===== config.mk =====
export PLATFORM = sky130hd
export DESIGN_NAME = joystick_axis_conditioner
export DESIGN_NICKNAME = d
export VERILOG_FILES = /design/src/jac_pkg.sv /design/src/jac_ring.sv /design/src/jac_cond.sv /design/src/jac_framer.sv /design/src/joystick_axis_conditioner.sv
export VERILOG_INCLUDE_DIRS = /design/src /design/src/src
export SDC_FILE = /design/constraint.sdc
export NUM_CORES = 1
export LEC_CHECK = 0
export BUFFER_PORTS_ARGS = -buffer_cell sky130_fd_sc_hd__buf_2
export CAP_MARGIN = 5
export CORE_MARGIN = 2
export CORE_UTILIZATION = 60
export CTS_BUF_LIST = sky130_fd_sc_hd__clkbuf_8
export DETAILED_ROUTE_END_ITERATION = 12
export PLACE_DENSITY = 0.8
export SETUP_SLACK_MARGIN = 0.1
export SLEW_MARGIN = 20
export SYNTH_ARGS = -nofsm -noshare
export SYNTH_HDL_FRONTEND = slang
export SYNTH_SLANG_ARGS = --single-unit

===== constraint.sdc =====
create_clock -name aclk -period 6.25 [get_ports aclk]
set_input_delay 1.25 -clock aclk [delete_from_list [all_inputs] [get_ports aclk]]
set_output_delay 1.25 -clock aclk [all_outputs]
set_load 0.03 [all_outputs]

===== src/joystick_axis_conditioner_defines.svh =====
// Assertion macros shared by the conditioner's ring and framer modules.
`ifndef JOYSTICK_AXIS_CONDITIONER_DEFINES_SVH
`define JOYSTICK_AXIS_CONDITIONER_DEFINES_SVH

// The consequent must hold in the same cycle as the antecedent.
`define JAC_ASSERT_IMP(lbl, clk, rstn, ante, cons, msg) \
    lbl: assert property (@(posedge clk) disable iff (!rstn) (ante) |-> (cons)) \
        else $error(msg);

// The consequent must hold in the cycle after the antecedent.
`define JAC_ASSERT_NXT(lbl, clk, rstn, ante, cons, msg) \
    lbl: assert property (@(posedge clk) disable iff (!rstn) (ante) |=> (cons)) \
        else $error(msg);

`endif


===== src/jac_pkg.sv =====
package jac_pkg;

    // Averaging window and sample format.
    localparam int WINDOW   = 5;
    localparam int SAMPLE_W = 12;
    localparam int SAMPLE_MAX = (1 << SAMPLE_W) - 1;
    localparam int POS_W    = (WINDOW > 1) ? $clog2(WINDOW) : 1;
    localparam int SUM_MAX  = WINDOW * SAMPLE_MAX;
    localparam int SUM_W    = $clog2(SUM_MAX + 1);

    // Reciprocal for the divide by WINDOW; exact for every sum below 2**SUM_W.
    localparam int RECIP_K  = SUM_W + 5;
    localparam int RECIP_W  = RECIP_K + 1;
    localparam longint unsigned RECIP_M_L = ((64'd1 << RECIP_K) / WINDOW) + 64'd1;
    localparam logic [RECIP_W-1:0] RECIP_M = RECIP_W'(RECIP_M_L);
    localparam int QUO_W    = SUM_W + RECIP_W;

    // Centering and scaling to the output range.
    localparam logic [SAMPLE_W-1:0] CENTER = SAMPLE_W'(2048);
    localparam int FULL_OUT = 255;
    localparam int FULL_IN  = 2047;
    localparam int PROD_W   = 19;
    localparam int MAG_W    = 8;

    // Reciprocal for the divide by FULL_IN; exact for every product below 2**PROD_W.
    localparam int DIV_K    = 31;
    localparam int DIV_W    = 21;
    localparam longint unsigned DIV_M_L = ((64'd1 << DIV_K) / FULL_IN) + 64'd1;
    localparam logic [DIV_W-1:0] DIV_M = DIV_W'(DIV_M_L);
    localparam int SCALE_W  = PROD_W + DIV_W;

    // Axis codes.
    localparam logic AXIS_X = 1'b0;
    localparam logic AXIS_Y = 1'b1;

    // Item after the ring stage.
    typedef struct packed {
        logic             axis;
        logic [SUM_W-1:0] sum;
    } ring_out_t;

    // Item after the scaling stages: sign and truncated magnitude.
    typedef struct packed {
        logic             axis;
        logic             neg;
        logic [MAG_W-1:0] mag;
    } cond_out_t;

endpackage


===== src/jac_ring.sv =====
`include "joystick_axis_conditioner_defines.svh"

module jac_ring (
    input  logic              aclk,
    input  logic              aresetn,
    input  logic              s_valid,
    output logic              s_ready,
    input  logic              s_axis_sel,
    input  logic [11:0]       s_sample,
    output logic              out_valid,
    input  logic              out_ready,
    output jac_pkg::ring_out_t out_data
);
    import jac_pkg::*;

    logic [SAMPLE_W-1:0] ring_x_reg [WINDOW];
    logic [SAMPLE_W-1:0] ring_y_reg [WINDOW];
    logic [POS_W-1:0]    pos_x_reg, pos_y_reg;
    logic [SUM_W-1:0]    sum_x_reg, sum_y_reg;
    logic [SUM_W-1:0]    sum_x_next, sum_y_next;
    logic                valid_reg;
    ring_out_t           data_reg;
    logic                accept;

    function automatic logic [POS_W-1:0] pos_step(input logic [POS_W-1:0] p);
        if (p >= POS_W'(WINDOW - 1)) begin
            return '0;
        end
        return p + POS_W'(1);
    endfunction

    assign s_ready   = !valid_reg || out_ready;
    assign accept    = s_valid && s_ready;
    assign out_valid = valid_reg;
    assign out_data  = data_reg;

    // The running sum drops the oldest entry and adds the new request's sample.
    always_comb begin
        sum_x_next = sum_x_reg - SUM_W'(ring_x_reg[pos_x_reg]) + SUM_W'(s_sample);
        sum_y_next = sum_y_reg - SUM_W'(ring_y_reg[pos_y_reg]) + SUM_W'(s_sample);
    end

    // Ring storage, write positions and the stage register.
    always_ff @(posedge aclk) begin
        if (!aresetn) begin
            for (int i = 0; i < WINDOW; i++) begin
                ring_x_reg[i] <= '0;
                ring_y_reg[i] <= '0;
            end
            pos_x_reg <= '0;
            pos_y_reg <= '0;
            sum_x_reg <= '0;
            sum_y_reg <= '0;
            valid_reg <= 1'b0;
        end else begin
            if (accept) begin
                if (s_axis_sel == AXIS_X) begin
                    ring_x_reg[pos_x_reg] <= s_sample;
                    pos_x_reg             <= pos_step(pos_x_reg);
                    sum_x_reg             <= sum_x_next;
                    data_reg.sum          <= sum_x_next;
                end else begin
                    ring_y_reg[pos_y_reg] <= s_sample;
                    pos_y_reg             <= pos_step(pos_y_reg);
                    sum_y_reg             <= sum_y_next;
                    data_reg.sum          <= sum_y_next;
                end
                data_reg.axis <= s_axis_sel;
            end
            if (s_ready) begin
                valid_reg <= s_valid;
            end
        end
    end

    `JAC_ASSERT_NXT(a_pos_y_hold, aclk, aresetn, accept && (s_axis_sel == AXIS_X), $stable(pos_y_reg), "Y position moved on an X request")
    `JAC_ASSERT_NXT(a_stage_hold, aclk, aresetn, valid_reg && !out_ready, valid_reg && $stable(data_reg), "Ring stage changed while stalled")

endmodule


===== src/jac_cond.sv =====
module jac_cond (
    input  logic               aclk,
    input  logic               aresetn,
    input  logic               in_valid,
    output logic               in_ready,
    input  jac_pkg::ring_out_t in_data,
    output logic               out_valid,
    input  logic               out_ready,
    output jac_pkg::cond_out_t out_data
);
    import jac_pkg::*;

    // Stage 1: average; stage 2: centered magnitude times FULL_OUT; stage 3: divide.
    logic                v1_reg, v2_reg, v3_reg;
    logic                rdy1, rdy2, rdy3;
    logic                axis1_reg, axis2_reg;
    logic [SAMPLE_W-1:0] avg1_reg;
    logic                neg2_reg;
    logic [PROD_W-1:0]   prod2_reg;
    cond_out_t           data3_reg;

    logic [QUO_W-1:0]    quo_full;
    logic [SAMPLE_W-1:0] avg_next;
    logic                neg_next;
    logic [SAMPLE_W-1:0] cmag;
    logic [PROD_W-1:0]   prod_next;
    logic [SCALE_W-1:0]  scale_full;

    assign rdy3      = !v3_reg || out_ready;
    assign rdy2      = !v2_reg || rdy3;
    assign rdy1      = !v1_reg || rdy2;
    assign in_ready  = rdy1;
    assign out_valid = v3_reg;
    assign out_data  = data3_reg;

    // Integer average by reciprocal multiplication.
    always_comb begin
        quo_full = QUO_W'(in_data.sum) * QUO_W'(RECIP_M);
        avg_next = quo_full[RECIP_K +: SAMPLE_W];
    end

    // Center, then scale the magnitude by FULL_OUT as a shift and subtract.
    always_comb begin
        neg_next  = (avg1_reg < CENTER);
        cmag      = neg_next ? (CENTER - avg1_reg) : (avg1_reg - CENTER);
        prod_next = (PROD_W'(cmag) << 8) - PROD_W'(cmag);
    end

    // Divide the magnitude by FULL_IN; truncating the magnitude rounds toward zero.
    always_comb begin
        scale_full = SCALE_W'(prod2_reg) * SCALE_W'(DIV_M);
    end

    always_ff @(posedge aclk) begin
        if (!aresetn) begin
            v1_reg <= 1'b0;
            v2_reg <= 1'b0;
            v3_reg <= 1'b0;
        end else begin
            if (rdy1) begin
                v1_reg <= in_valid;
            end
            if (rdy2) begin
                v2_reg <= v1_reg;
            end
            if (rdy3) begin
                v3_reg <= v2_reg;
            end
        end
    end

    always_ff @(posedge aclk) begin
        if (rdy1 && in_valid) begin
            axis1_reg <= in_data.axis;
            avg1_reg  <= avg_next;
        end
        if (rdy2 && v1_reg) begin
            axis2_reg <= axis1_reg;
            neg2_reg  <= neg_next;
            prod2_reg <= prod_next;
        end
        if (rdy3 && v2_reg) begin
            data3_reg.axis <= axis2_reg;
            data3_reg.neg  <= neg2_reg;
            data3_reg.mag  <= scale_full[DIV_K +: MAG_W];
        end
    end

endmodule


===== src/jac_framer.sv =====
`include "joystick_axis_conditioner_defines.svh"

module jac_framer (
    input  logic               aclk,
    input  logic               aresetn,
    input  logic               in_valid,
    output logic               in_ready,
    input  jac_pkg::cond_out_t in_data,
    input  logic [7:0]         dead_zone,
    input  logic               x_invert,
    output logic               m_valid,
    input  logic               m_ready,
    output logic [7:0]         m_out_byte,
    output logic               m_last
);
    import jac_pkg::*;

    localparam logic [7:0] END_MARK = 8'hFF;
    localparam logic [1:0] LAST_POS = 2'd3;

    logic        m_valid_reg, m_valid_next;
    logic [1:0]  cnt_reg, cnt_next;
    logic        axis_reg;
    logic [15:0] value_reg;
    logic        neg_final;
    logic        nonzero;
    logic [15:0] value_next;
    logic        accept;
    logic        take_last;

    // Dead zone, inversion and the 16-bit two's-complement value.
    always_comb begin
        nonzero    = (in_data.mag != '0) && (in_data.mag >= dead_zone);
        neg_final  = in_data.neg ^ ((in_data.axis == AXIS_X) && x_invert);
        value_next = neg_final ? (16'd0 - 16'(in_data.mag)) : 16'(in_data.mag);
    end

    assign take_last = m_valid_reg && m_ready && (cnt_reg == LAST_POS);
    assign in_ready  = !m_valid_reg || take_last;
    assign accept    = in_valid && in_ready;

    // Byte sequencing: a zero result is taken and dropped.
    always_comb begin
        m_valid_next = m_valid_reg;
        cnt_next     = cnt_reg;
        if (m_valid_reg && m_ready) begin
            if (cnt_reg == LAST_POS) begin
                m_valid_next = 1'b0;
            end else begin
                cnt_next = cnt_reg + 2'd1;
            end
        end
        if (accept && nonzero) begin
            m_valid_next = 1'b1;
            cnt_next     = '0;
        end
    end

    always_ff @(posedge aclk) begin
        if (!aresetn) begin
            m_valid_reg <= 1'b0;
            cnt_reg     <= '0;
        end else begin
            m_valid_reg <= m_valid_next;
            cnt_reg     <= cnt_next;
        end
        if (accept && nonzero) begin
            axis_reg  <= in_data.axis;
            value_reg <= value_next;
        end
    end

    // Output byte selection.
    always_comb begin
        case (cnt_reg)
            2'd0:    m_out_byte = {7'd0, axis_reg};
            2'd1:    m_out_byte = value_reg[7:0];
            2'd2:    m_out_byte = value_reg[15:8];
            default: m_out_byte = END_MARK;
        endcase
    end

    assign m_valid = m_valid_reg;
    assign m_last  = (cnt_reg == LAST_POS);

    `JAC_ASSERT_NXT(a_frame_cont, aclk, aresetn, m_valid_reg && m_ready && (cnt_reg != LAST_POS), m_valid_reg, "Frame ended before its closing byte")
    `JAC_ASSERT_NXT(a_zero_drop, aclk, aresetn, !m_valid_reg && in_valid && !nonzero, !m_valid_reg, "Zero result started a frame")

endmodule


===== src/joystick_axis_conditioner.sv =====
// Joystick axis conditioner.
// Input requests carry an axis select (0 X, 1 Y) and a raw 12-bit sample on a
// valid/ready channel. Each request updates that axis's five-sample ring; the
// average is centered, scaled to -255..255, dead-zoned and, for X, optionally
// negated. A nonzero result leaves on the output channel as a four-byte frame:
// axis code, value low byte, value high byte, 0xFF (m_last set on 0xFF).
// A zero result produces no output.
// A request passes through registers in order: ring stage, average, scale
// product, divide, then the framer, which presents the first byte of a frame.
// Throughput: one request per cycle while results are zero and no frame is
// being sent; a frame holds the framer until its four bytes are taken, so the
// single-byte output port limits nonzero results.
// The configuration port writes dead_zone (index 0) and x_invert (index 1);
// write it only while no request is in flight.
// Reset clears both rings, their positions and all valid flags, and loads
// dead_zone 30 and x_invert 1. When the receiver stalls, the current byte
// holds and the pipeline fills, then s_ready drops.
module joystick_axis_conditioner (
    input  logic        aclk,
    input  logic        aresetn,
    input  logic        s_valid,
    output logic        s_ready,
    input  logic        s_axis_sel,
    input  logic [11:0] s_sample,
    output logic        m_valid,
    input  logic        m_ready,
    output logic [7:0]  m_out_byte,
    output logic        m_last,
    input  logic        cfg_we,
    input  logic [3:0]  cfg_index,
    input  logic [7:0]  cfg_wdata
);
    import jac_pkg::*;

    localparam logic [3:0] CFG_DEAD_ZONE = 4'd0;
    localparam logic [3:0] CFG_X_INVERT  = 4'd1;

    logic [7:0] dead_zone_reg;
    logic       x_invert_reg;

    ring_out_t  ring_data;
    logic       ring_valid, ring_ready;
    cond_out_t  cond_data;
    logic       cond_valid, cond_ready;

    // Configuration registers.
    always_ff @(posedge aclk) begin
        if (!aresetn) begin
            dead_zone_reg <= 8'd30;
            x_invert_reg  <= 1'b1;
        end else if (cfg_we) begin
            case (cfg_index)
                CFG_DEAD_ZONE: dead_zone_reg <= cfg_wdata;
                CFG_X_INVERT:  x_invert_reg  <= cfg_wdata[0];
                default:       ;
            endcase
        end
    end

    jac_ring u_ring (
        .aclk       (aclk),
        .aresetn    (aresetn),
        .s_valid    (s_valid),
        .s_ready    (s_ready),
        .s_axis_sel (s_axis_sel),
        .s_sample   (s_sample),
        .out_valid  (ring_valid),
        .out_ready  (ring_ready),
        .out_data   (ring_data)
    );

    jac_cond u_cond (
        .aclk      (aclk),
        .aresetn   (aresetn),
        .in_valid  (ring_valid),
        .in_ready  (ring_ready),
        .in_data   (ring_data),
        .out_valid (cond_valid),
        .out_ready (cond_ready),
        .out_data  (cond_data)
    );

    jac_framer u_framer (
        .aclk       (aclk),
        .aresetn    (aresetn),
        .in_valid   (cond_valid),
        .in_ready   (cond_ready),
        .in_data    (cond_data),
        .dead_zone  (dead_zone_reg),
        .x_invert   (x_invert_reg),
        .m_valid    (m_valid),
        .m_ready    (m_ready),
        .m_out_byte (m_out_byte),
        .m_last     (m_last)
    );

endmodule


## After elaboration in Yosys (flattened, before gate mapping)

Memory sizes are Yosys's and may differ from the RTL's. A register that Yosys moved wholly into a read port is not among the register bits.
Index checks and enable logic that the tools add are counted.

| storage, ports and cells | value |
|---|---|
| output and inout bits | 11 |
| register bits after elaboration | 122 |
| input port bits | 30 |
| RAM bits | 120 |
| memories | 2 |
| logic and storage cells | 126 |

Memory list:

| memory | words | width | read ports | clocked after memory_dff | write ports | RTL line | RTL |
|---|---|---|---|---|---|---|---|
| u_ring.ring_x_reg | 5 | 12 | 1 | 1 | 5 | jac_ring.sv:16 | `logic [SAMPLE_W-1:0] ring_x_reg [WINDOW];` |
| u_ring.ring_y_reg | 5 | 12 | 1 | 1 | 5 | jac_ring.sv:17 | `logic [SAMPLE_W-1:0] ring_y_reg [WINDOW];` |

| cells by class | value |
|---|---|
| bitwise gates (word level) | 5 |
| order comparisons | 4 |
| eq/ne operators | 4 |
| $add $sub $neg | 11 |
| reduce and logical (&&, ||, !) cells | 35 |
| multiply operators | 2 |
| muxes and demuxes | 38 |

Operators with widths:

| kind | count |
|---|---|
| multiplier 19 x 21 -> 39 bit (second input constant) | 1 |
| 2-to-1 mux 12 bit | 3 |
| adder 15 x 12 -> 15 bit | 2 |
| multiplier 15 x 16 -> 30 bit (second input constant) | 1 |
| 2-to-1 mux 3 bit | 10 |
| subtractor 15 x 12 -> 15 bit | 2 |
| case mux 8 bit (3 select lines) | 1 |
| OR reduction 12 bit | 2 |
| 2-to-1 mux 1 bit | 22 |
| subtractor 19 x 12 -> 19 bit | 1 |
| 2-to-1 mux 15 bit | 1 |
| AND reduction 2 bit | 7 |
| less-than comparator 12 bit (second input constant) | 1 |
| subtractor 12 bit (first input constant) | 1 |
| subtractor 12 bit (second input constant) | 1 |
| logical AND 1 bit | 10 |
| subtractor 1 x 8 -> 9 bit (first input constant) | 1 |
| >= comparator 8 bit | 1 |
| 2-to-1 mux 8 bit | 1 |
| nonzero test 8 bit | 1 |
| adder 3 x 1 -> 3 bit (second input constant) | 2 |
| >= comparator 3 bit (second input constant) | 2 |
| zero test 1 bit | 5 |
| logical OR 1 bit | 5 |
| 10 further kinds | 15 |

## Logic depth before layout (Yosys ltp)

Gate-level depths: netlist of the first run.

| logic depth | value |
|---|---|
| word-level depth | 13 |
| gate-level depth with buffers | 22 |
| gate-level depth less buffers | 22 |

## Modules after synthesis

Synthesis of the first run repeated with hierarchy kept, for this count alone.

| unflattened totals | value |
|---|---|
| cells, all modules | 1,805 |
| area total of the unflattened synthesis | 21,064.0 um2 |

By module, submodules not included:

| module | times used | area each (um2) | cells an instance |
|---|---|---|---|
| jac_ring | 1 | 12,808.5 | 1,008 |
| jac_cond | 1 | 6,911.6 | 654 |
| jac_framer | 1 | 944.7 | 103 |
| joystick_axis_conditioner | 1 | 399.1 | 40 |

## Worst setup path before layout of the first run

OpenSTA, ideal clock, no wires.

| timing path | value |
|---|---|
| kind | reg2reg |
| start point | reg u_ring.data_reg (netlist bit u_ring.out_data[13]) |
| end point | reg u_cond.avg1_reg[11] (data pin) |
| setup time | 260 ps |
| cell stages (with the launch flop) | 23 |
| path buffers | 0 |
| setup slack | 556 ps |
| required time | 5,990 ps |
| arrival time | 5,434 ps |
| period minus slack after synthesis | 5,694 ps |
| path through | edfxtp_1 inv_1 ha_1 inv_1 fa_1 fa_1 inv_1 fa_1 inv_1 fa_1 inv_1 fa_1 inv_1 ha_1 and3_1 and3_4 a221oi_2 nand2_2 a31oi_4 o21bai_2 nand2b_1 a211o_1 xnor2_1 |

| on the way | value |
|---|---|
| word-level cells in the longest chain between the ends | 1 |

RTL lines:

| element | RTL line | RTL |
|---|---|---|
| start, declared | jac_ring.sv:22 | `ring_out_t data_reg;` |
| multiplier 15 x 16 -> 30 bit | jac_cond.sv:38 | `quo_full = QUO_W'(in_data.sum) * QUO_W'(RECIP_M);` |
| named net u_cond.avg_next[11] | jac_cond.sv:23 | `logic [SAMPLE_W-1:0] avg_next;` |
| end signal, assigned | jac_cond.sv:75 | `avg1_reg <= avg_next;` |
| end, declared | jac_cond.sv:17 | `logic [SAMPLE_W-1:0] avg1_reg;` |

The timed path passes the listed nets, and every way through them passes these cells.
A chain may end at the register's enable or synchronous reset.

## Final worst setup path of the first run

| timing path | value |
|---|---|
| start point | reg u_ring.data_reg (netlist bit u_ring.out_data[11]) |
| end point | reg u_cond.avg1_reg[11] (data pin) |

The elaborated chain is that of the path after synthesis.

==> results by group, run 1 <==
Synthesis
  – Cells after Synth: between 1500 and 2000
  – EDFF count, synth: about 260
  – Post-Syn Area: just over 0.02 sq mm
  – Area share of the largest cell type after synthesis: between 30% and 40%
  – Syn_nets: ~2000
  – Post-synthesis compound-gate area fraction: around 6.7%
  – Mean Syn Cell Area: between 10 and 15 sq um
  – Synth area leaders: edfxtp_1, ha_1, fa_1, dfxtp_1, mux4_2
  – Simple-gate portion of the synthesized area: 11.9%
  – Synth area leader: edfxtp_1
  – Seq cells post-synth: 320
  – Synth Flop Type: edfxtp_1
  – Main combinational cell family by area after synthesis: adder cells
  – Register area share after synthesis: a little over two fifths
  – Synth cell count leaders: edfxtp_1, ha_1, inv_1, nand2_1, a21oi_1
  – Cell variety after synth: 77
  – Post-synthesis mux area share: 7.39%
  – Most numerous cell in the Yosys netlist: edfxtp_1
  – YS warnings: 0
  – Post-Synth Adder-Cell Area: a little over a fifth
  – Synth async-reset ratio: 0%
  – XOR/XNOR Fraction of Synth Area: under 10%

Critical path
  – Worst endpoint required time: 6.58 ns
  – CP arrival: ~6.3 ns
  – Crit. End Element: flop
  – Crit path kind: flop to flop
  – Crit Path Max Fanout: 4
  – Startpoint Class: flop

Route
  – Routed WL per cell: about 20 um
  – Iter 0 DRT Violations: 965
  – Drt drc: 0
  – Via count: 13500
  – Vias/cell: approximately 6
  – First-pass detailed-route iteration total: 5
  – DRT antenna net count: 0
  – Total Wirelength: 45600 um

CTS
  – CTS clk-pin slew, worst paths: around 0.060 ns
  – Root Buffer: clkbuf_8
  – Num CTS Buffers: 53
  – CTS tree: done
  – CTS sink count: 320
  – CTS Buffer Depth: 3
  – H-tree lvl count: 2
  – Cts hold-fix bufs: 0
  – Clock Latency Late Sink: a little over 0.6 ns

Global routing
  – GRT Overall Usage: around a quarter
  – Aggregate global routing overflow: 0
  – Largest net degree at the start of global routing: between 40 and 50
  – Number of global-route vias before repair: 14000
  – Initial antenna violation count: 1
  – First-pass GRT wire length: 73100 um

Final layout
  – Ant diodes: 0
  – Synth-to-Final Area Change: 8.53%
  – Share of cells above drive strength 1: around 18%
  – Nets@finish: 2100

Hold path
  – Worst hold path class: flop to flop

Timing
  – Final TNS setup: 0 ns
  – Worst-Margin Slew: about 1.0 ns
  – Fin crit share: 95.5%
  – Final min period: about 6 ns
  – Setup Skew: approximately 0.041 ns
  – Final Hold Fails: 0
  – RSZ-0062 raised after global routing: false
  – Rel. slew slack: slightly above 30%
  – Final Setup Violations: 0
  – Fin. max-slew vios: 0
  – Max Freq: roughly 170 MHz

Floorplan
  – Die area: roughly 0.036 sq mm
  – Die Span X: 190 um
  – # IOs: just over 40
  – Die Height: between 150 and 200 um
  – CORE AREA: between 0.03 and 0.04 sq mm
  – Starting Density: 60.4%
  – # rows: approximately 70

Placed design
  – Placer's final routability congestion estimate: around 0.93
  – PortBufs: 40
  – Post-DP HPWL: about 33000 um

Flow run
  – Max_cap viols: 0

Status
  – Status: completed
[final timing paths]
path | from | endpoint | slack, ns | depth (start not counted)
worst max register to register | u_ring.out_data[11] | u_cond.avg1_reg[11] | 0.28 | 20
worst max-delay path | u_ring.out_data[11] | u_cond.avg1_reg[11] | 0.28 | 20
worst min register to register | u_ring.out_data[15] | u_cond.axis1_reg | 0.43 | 0
worst min-delay path | u_ring.out_data[15] | u_cond.axis1_reg | 0.43 | 0
[logic make-up (layout without fill, tap and decap cells)]
family                   Yosys count  count (layout)
AO/OA/AOI/OAI                    211             211
XOR/XNOR                          90              90
adder cells (fa/ha/maj)          303             303
buffers and inverters            274             375
flip-flops                       320             320
multiplexers                      89              89
AND/OR/NAND/NOR                  423             423
[worst max-delay path, stage by stage (launching register included)]
cell      delay [ns]
edfxtp_1        0.44
ha_1            0.35
ha_1            0.38
fa_1            0.59
inv_1           0.07
fa_1            0.54
inv_1           0.06
fa_1            0.53
inv_1           0.06
fa_1            0.55
inv_1           0.05
ha_1            0.36
and3_1          0.23
a31o_2          0.26
a221oi_4        0.25
nand2_2         0.13
a31oi_4         0.17
o21bai_2        0.12
nand2b_1        0.17
a211o_1         0.27
xnor2_1         0.12
[stage by stage]
stage	utilization [%]	cell area, sq um	hold WS [ns]	setup slack, ns	cells
after floorplan	-	20700	0.400	0.556	1710
after global placement	62.3	21400	0.405	0.299	2162
after detailed placement	62.3	21400	0.415	0.117	2162
after CTS	65.3	22400	0.423	0.121	2261
after global routing	65.5	22500	0.439	0.0728	2266
final	65.5	22500	0.432	0.284	2266
[metal layers]
layer	share of wire, %	up-vias	track usage (%)
li1	-	6258	-
met4	3.5	2	10.2
met2	50	498	44.8
met3	6.3	111	4.32
met1	40	6602	32.9
met5	0.018	-	0
[cell type report]
cell class                 count  area [sq um]
multi-input combinational   1116         10700
fill                        2492         11800
tap                          455           569
inverter                     207           777
sequential                   320          9030
clock inverter                38           180
timing repair buffer          69           418
clock buffer                  61           840
[timing repair]
| action | CTS | global route |
|---|---|---|
| setup endpoints to repair | 0 | 4 |
| setup buffers | 0 | 5 |
| gates resized for setup | 0 | 6 |
[placed cells by master, fill, tap and decap left out, types with 29 or more instances in the layout]
| cell | n |
|---|---|
| nor4_1 | 57 |
| nor3_2 | 38 |
| nor2_1 | 65 |
| mux4_2 | 48 |
| dfxtp_1 | 58 |
| nand2_1 | 106 |
| edfxtp_1 | 262 |
| inv_1 | 211 |
| a21oi_1 | 79 |
| fa_1 | 78 |
| xor2_1 | 34 |
| o21ai_0 | 31 |
| xnor2_1 | 52 |
| clkbuf_8 | 61 |
| ha_1 | 223 |
| buf_4 | 29 |
| mux2_2 | 31 |
| buf_2 | 40 |
Power of run 1 is not shown: default switching activity piles up to over one toggle a cycle in this logic, so the estimate is an artifact.
==> inputs of run 2 (changes only) <==
Settings changed: CELL_PAD_IN_SITES_DETAIL_PLACEMENT set to 1, CELL_PAD_IN_SITES_GLOBAL_PLACEMENT set to 1, CORE_UTILIZATION 60 to 54, GPL_ROUTABILITY_DRIVEN set to 0, PLACE_DENSITY 0.8 to 0.86.
==> results by group, run 2 (synthesis gave the netlist of run 1 again) <==
Route
  – Via count: 14100 (was 13500)
  – DRT antenna net count: 0 (unchanged)
  – Iter 0 DRT Violations: 869 (was 965)
  – Total Wirelength: 56700 um (was 45600 um)
  – Vias/cell: 6.05 (was 5.94)
  – First-pass detailed-route iteration total: 7 (was 5)
  – Routed WL per cell: 24.4 um (was 20.1 um)
  – Drt drc: 0 (unchanged)

Timing
  – Fin. max-slew vios: 0 (unchanged)
  – Worst-Margin Slew: 1.05 ns (was 1.04 ns)
  – Final min period: 6.00 ns (was 5.97 ns)
  – Final Setup Violations: 0 (unchanged)
  – RSZ-0062 raised after global routing: false (unchanged)
  – Final Hold Fails: 0 (unchanged)
  – Rel. slew slack: 29.6% (was 30.3%)
  – Fin crit share: 96.0% (was 95.5%)
  – Max Freq: 167 MHz (was 168 MHz)
  – Final TNS setup: 0 ns (unchanged)
  – Setup Skew: 0.0430 ns (was 0.0406 ns)

CTS
  – CTS tree: done (unchanged)
  – Root Buffer: clkbuf_8 (unchanged)
  – Num CTS Buffers: 53 (unchanged)
  – CTS sink count: 320 (unchanged)
  – CTS clk-pin slew, worst paths: 0.06 ns (about the same)
  – H-tree lvl count: 2 (unchanged)
  – CTS Buffer Depth: 3 (unchanged)
  – Cts hold-fix bufs: 0 (unchanged)
  – Clock Latency Late Sink: 0.66 ns (was 0.62 ns)

Final layout
  – Synth-to-Final Area Change: 9.18% (was 8.53%)
  – Nets@finish: 2103 (was 2100)
  – Most common cell after layout, fill and taps aside: edfxtp_1 (unchanged)
  – Ant diodes: 0 (unchanged)
  – Share of cells above drive strength 1: 18.3% (about the same)
  – Commonest cells after routing, fill and taps aside: edfxtp_1, ha_1, inv_1 (unchanged)

Placed design
  – PortBufs: 40 (unchanged)
  – Post-DP HPWL: 40500 um (was 32600 um)

Global routing
  – First-pass GRT wire length: 87700 um (was 73100 um)
  – Number of global-route vias before repair: 15700 (was 14000)
  – Largest net degree at the start of global routing: 45 (was 46)
  – Aggregate global routing overflow: 0 (unchanged)
  – GRT Overall Usage: 29.3% (was 26.0%)
  – Initial antenna violation count: 1 (unchanged)

Hold path
  – Worst hold path class: flop to flop (unchanged)
  – Hold path startpoint: u_ring.out_data[15] (unchanged)

Critical path
  – CP arrival: 6.39 ns (was 6.29 ns)
  – Cell breakdown of the critical path: inv_1 -> ha_1 -> inv_1 -> fa_2 -> fa_2 -> inv_1 -> fa_1 -> inv_1 -> fa_1 -> inv_1 -> fa_1 -> inv_1 -> ha_4 -> and3_4 -> a31o_2 -> a221oi_4 -> nand2_2 -> a31oi_4 -> o21bai_2 -> nand2b_1 -> a211o_1 -> xnor2_1 (was ha_1 -> ha_1 -> fa_1 -> inv_1 -> fa_1 -> inv_1 -> fa_1 -> inv_1 -> fa_1 -> inv_1 -> ha_1 -> and3_1 -> a31o_2 -> a221oi_4 -> nand2_2 -> a31oi_4 -> o21bai_2 -> nand2b_1 -> a211o_1 -> xnor2_1)
  – CP dominant cell by count: inv_1
  – Crit Path Max Fanout: 4 (unchanged)
  – Crit path kind: flop to flop (unchanged)
  – Crit-path slowest cell: fa_2 (was fa_1)
  – Worst endpoint required time: 6.64 ns (was 6.58 ns)
  – Startpoint Class: flop (unchanged)
  – Critical path's top delay family: adder cells (unchanged)
  – Critical path launch point: u_ring.out_data[13] (was u_ring.out_data[11])
  – Crit. End Element: flop (unchanged)
  – CP Buf/Inv Count: 6 (was 4)
  – Crit path largest cell delay: 0.58 ns (was 0.59 ns)
  – R2r startpoint: u_ring.out_data[13] (was u_ring.out_data[11])

Flow run
  – Max_cap viols: 0 (unchanged)

Floorplan
  – Die Height: 200 um (was 190 um)
  – Die area: 0.0399 sq mm (was 0.0360 sq mm)
  – CORE AREA: 0.0378 sq mm (was 0.0343 sq mm)
  – Die Span X: 200 um (was 190 um)
  – # IOs: 41 (unchanged)
  – # rows: 71 (was 68)
  – Starting Density: 54.9% (was 60.4%)

Status
  – Status: completed (unchanged)
==> run 2: final timing paths <==
path | cells after the start | end | slack (ns)
max | 22 | u_cond.avg1_reg[11] | 0.25
min | 0 | u_cond.axis1_reg | 0.43
max reg2reg | 22 | u_cond.avg1_reg[11] | 0.25
min reg2reg | 0 | u_cond.axis1_reg | 0.43
==> run 2: metal layers <==
metal  part of all wire, %  up-vias  track usage [%]
li1                      -     6262                -
met1                    38     7113             34.5
met2                    52      521             52.5
met3                   5.9      152             4.79
met4                   4.3        2             13.6
met5                 0.026        -                0
==> run 2: cell type report <==
cell class | count | area, sq um
clock buffers | 53 | 729
clock inverters | 44 | 299
fillers | 3819 | 15100
inverters | 207 | 777
multi-input cells | 1116 | 10700
flip-flops and latches | 320 | 9030
well taps | 511 | 639
repair buffers | 72 | 440
==> run 2: stage by stage <==
step	worst slack (ns)	cell area, sq um	hold slack, ns	utilization [%]	std cells
floorplan	0.556	20700	0.400	-	1710
global placement	0.278	21500	0.401	56.8	2222
detailed placement	0.0504	21500	0.412	56.9	2222
CTS	0.123	22500	0.427	59.6	2319
global route	0.00889	22600	0.452	59.9	2323
finish	0.249	22600	0.429	59.9	2323
==> run 2: repair_timing <==
item | 4_1_cts | 5_1_grt
hold endpoints to repair | 0 | 0
gates resized for setup | 2 | 8
endpoints found under the setup margin | 2 | 6
setup buffers | 0 | 4
pin swaps | 0 | 3
Power of run 2 is left out for the same reason.
==> inputs of run 3 (changes only) <==
Settings changed: CORE_UTILIZATION 54 to 53, CTS_BUF_LIST sky130_fd_sc_hd__clkbuf_8 to sky130_fd_sc_hd__clkbuf_8 sky130_fd_sc_hd__clkbuf_16, PLACE_DENSITY 0.86 to 0.84.
==> results by group, run 3 (synthesis gave the netlist of run 1 again) <==
Floorplan
  – # rows: 72 (was 71)
  – Die Height: 202 um (was 200 um)
  – Die Span X: 202 um (was 200 um)
  – Die area: 0.0407 sq mm (was 0.0399 sq mm)
  – # IOs: 41 (unchanged)
  – CORE AREA: 0.0386 sq mm (was 0.0378 sq mm)
  – Starting Density: 53.6% (was 54.9%)

Final layout
  – Most common cell after layout, fill and taps aside: edfxtp_1 (unchanged)
  – Synth-to-Final Area Change: 9.89% (was 9.18%)
  – Nets@finish: 2088 (was 2103)
  – Finished Core Util: 58.9% (was 59.9%)
  – Commonest cells after routing, fill and taps aside: edfxtp_1, ha_1, inv_1 (unchanged)
  – Ant diodes: 0 (unchanged)
  – Share of cells above drive strength 1: 17.4% (was 18.3%)

Timing
  – Final min period: 5.93 ns (was 6.00 ns)
  – Final Hold Fails: 0 (unchanged)
  – Setup Skew: 0.0264 ns (was 0.0430 ns)
  – Final Setup Violations: 0 (unchanged)
  – Worst-Margin Slew: 1.15 ns (was 1.05 ns)
  – Fin crit share: 94.9% (was 96.0%)
  – Fin. max-slew vios: 0 (unchanged)
  – Rel. slew slack: 23.3% (was 29.6%)
  – Final TNS setup: 0 ns (unchanged)
  – Max Freq: 169 MHz (was 167 MHz)
  – RSZ-0062 raised after global routing: false (unchanged)

Global routing
  – Met3 usage: 3.26% (was 4.79%)
  – Aggregate global routing overflow: 0 (unchanged)
  – Largest net degree at the start of global routing: 45 (unchanged)
  – Initial antenna violation count: 0 (was 1)
  – Number of global-route vias before repair: 15100 (was 15700)
  – GRT Overall Usage: 27.0% (was 29.3%)
  – Most Crowded Layer GR: met2 (unchanged)
  – GR Util met1: 33.2% (was 34.5%)
  – First-pass GRT wire length: 85200 um (was 87700 um)
  – GR Util met2: 48.9% (was 52.5%)

Critical path
  – Crit path largest cell delay: 0.57 ns (was 0.58 ns)
  – CP dominant cell by count: inv_1 (unchanged)
  – CP endpoint: u_cond.avg1_reg[11] (unchanged)
  – Startpoint Class: flop (unchanged)
  – R2r setup slk: 0.32 ns (was 0.25 ns)
  – Crit. End Element: flop (unchanged)
  – CP Buf/Inv Count: 4 (was 6)
  – CP arrival: 6.21 ns (was 6.39 ns)
  – Critical path launch point: u_ring.out_data[9] (was u_ring.out_data[13])
  – Cell breakdown of the critical path: ha_1 -> fa_2 -> fa_2 -> inv_1 -> fa_1 -> inv_1 -> fa_1 -> inv_1 -> fa_1 -> inv_1 -> ha_4 -> and3_1 -> a31o_2 -> a221oi_4 -> nand2_2 -> a31oi_4 -> o21bai_4 -> nand2b_1 -> a211o_1 -> xnor2_1 (was inv_1 -> ha_1 -> inv_1 -> fa_2 -> fa_2 -> inv_1 -> fa_1 -> inv_1 -> fa_1 -> inv_1 -> fa_1 -> inv_1 -> ha_4 -> and3_4 -> a31o_2 -> a221oi_4 -> nand2_2 -> a31oi_4 -> o21bai_2 -> nand2b_1 -> a211o_1 -> xnor2_1)
  – Reg2reg end: u_cond.avg1_reg[11] (unchanged)
  – Worst endpoint required time: 6.53 ns (was 6.64 ns)
  – Crit Path Max Fanout: 4 (unchanged)
  – Critical path's top delay family: adder cells (unchanged)
  – Crit path depth: 20 (was 22)
  – R2r startpoint: u_ring.out_data[9] (was u_ring.out_data[13])
  – R2R depth: 20 (was 22)
  – Crit path kind: flop to flop (unchanged)
  – Crit-path slowest cell: fa_2 (unchanged)

Placed design
  – PortBufs: 40 (unchanged)
  – Post-DP HPWL: 39300 um (was 40500 um)

CTS
  – Cts hold-fix bufs: 0 (unchanged)
  – CTS sink count: 320 (unchanged)
  – CTS Buffer Depth: 3 (unchanged)
  – Root Buffer: clkbuf_16 (was clkbuf_8)
  – CTS clk-pin slew, worst paths: 0.06 ns (about the same)
  – Num CTS Buffers: 36 (was 53)
  – CTS tree: done (unchanged)
  – H-tree lvl count: 2 (unchanged)
  – Clock Latency Late Sink: 0.55 ns (was 0.66 ns)

Route
  – Routed WL per cell: 23.6 um (was 24.4 um)
  – Iter 0 DRT Violations: 906 (was 869)
  – DRT antenna net count: 0 (unchanged)
  – Via count: 13800 (was 14100)
  – First-pass detailed-route iteration total: 5 (was 7)
  – Drt drc: 0 (unchanged)
  – Vias/cell: 5.98 (was 6.05)
  – Total Wirelength: 54200 um (was 56700 um)

Status
  – Status: completed (unchanged)

Hold path
  – Worst hold path class: flop to flop (unchanged)

Flow run
  – Max_cap viols: 0 (unchanged)
-- run 3: stage by stage --
| stage | hold slack, ns | instance area, sq um | worst slack, ns | std cells |
|---|---|---|---|---|
| global placement | 0.404 | 21500 | 0.291 | 2229 |
| floorplan | 0.400 | 20700 | 0.556 | 1710 |
| global route | 0.448 | 22800 | 0.0732 | 2301 |
| detailed placement | 0.409 | 21500 | 0.0406 | 2229 |
| CTS | 0.425 | 22700 | 0.118 | 2296 |
| finish | 0.426 | 22800 | 0.318 | 2301 |
-- run 3: worst reg2reg max path, cell delays in order (launching register included) --
cell,delay (ns)
edfxtp_1,0.44
ha_1,0.38
fa_2,0.44
fa_2,0.57
inv_1,0.06
fa_1,0.53
inv_1,0.06
fa_1,0.56
inv_1,0.09
fa_1,0.56
inv_1,0.07
ha_4,0.26
and3_1,0.19
a31o_2,0.25
a221oi_4,0.22
nand2_2,0.12
a31oi_4,0.20
o21bai_4,0.10
nand2b_1,0.17
a211o_1,0.27
xnor2_1,0.13
-- run 3: what timing repair did --
| action | in CTS | in global routing |
|---|---|---|
| pin swaps | 1 | 5 |
| resized for setup | 1 | 6 |
| endpoints found under the setup margin | 2 | 6 |
| buffers inserted | 1 | 5 |
-- run 3: layer usage --
layer	wire length [um]	part of all wire, %
met5	0	0
met4	1920	3.5
met3	2000	3.7
met2	28400	52
met1	21900	40
-- run 3: layout make-up --
cell class / instances / area, sq um
clock buffers: 42 / 1020
clock inverters: 24 / 164
fillers: 3850 / 15900
inverters: 207 / 777
multi-input cells: 1116 / 10700
flip-flops and latches: 320 / 9030
well taps: 518 / 648
repair buffers: 74 / 455
-- run 3: worst min-delay path by stage --
stage / start / end / slack [ns] / cells after the start
finish: u_cond.axis1_reg / u_cond.axis2_reg / 0.43 / 0
global route: u_ring.out_data[15] / u_cond.axis1_reg / 0.45 / 0
CTS: u_cond.axis1_reg / u_cond.axis2_reg / 0.42 / 0
detailed placement: u_cond.axis1_reg / u_cond.axis2_reg / 0.41 / 0
global placement: u_ring.out_data[15] / u_cond.axis1_reg / 0.40 / 0
floorplan: u_ring.out_data[15] / u_cond.axis1_reg / 0.40 / 0
Power of run 3 is left out for the same reason.
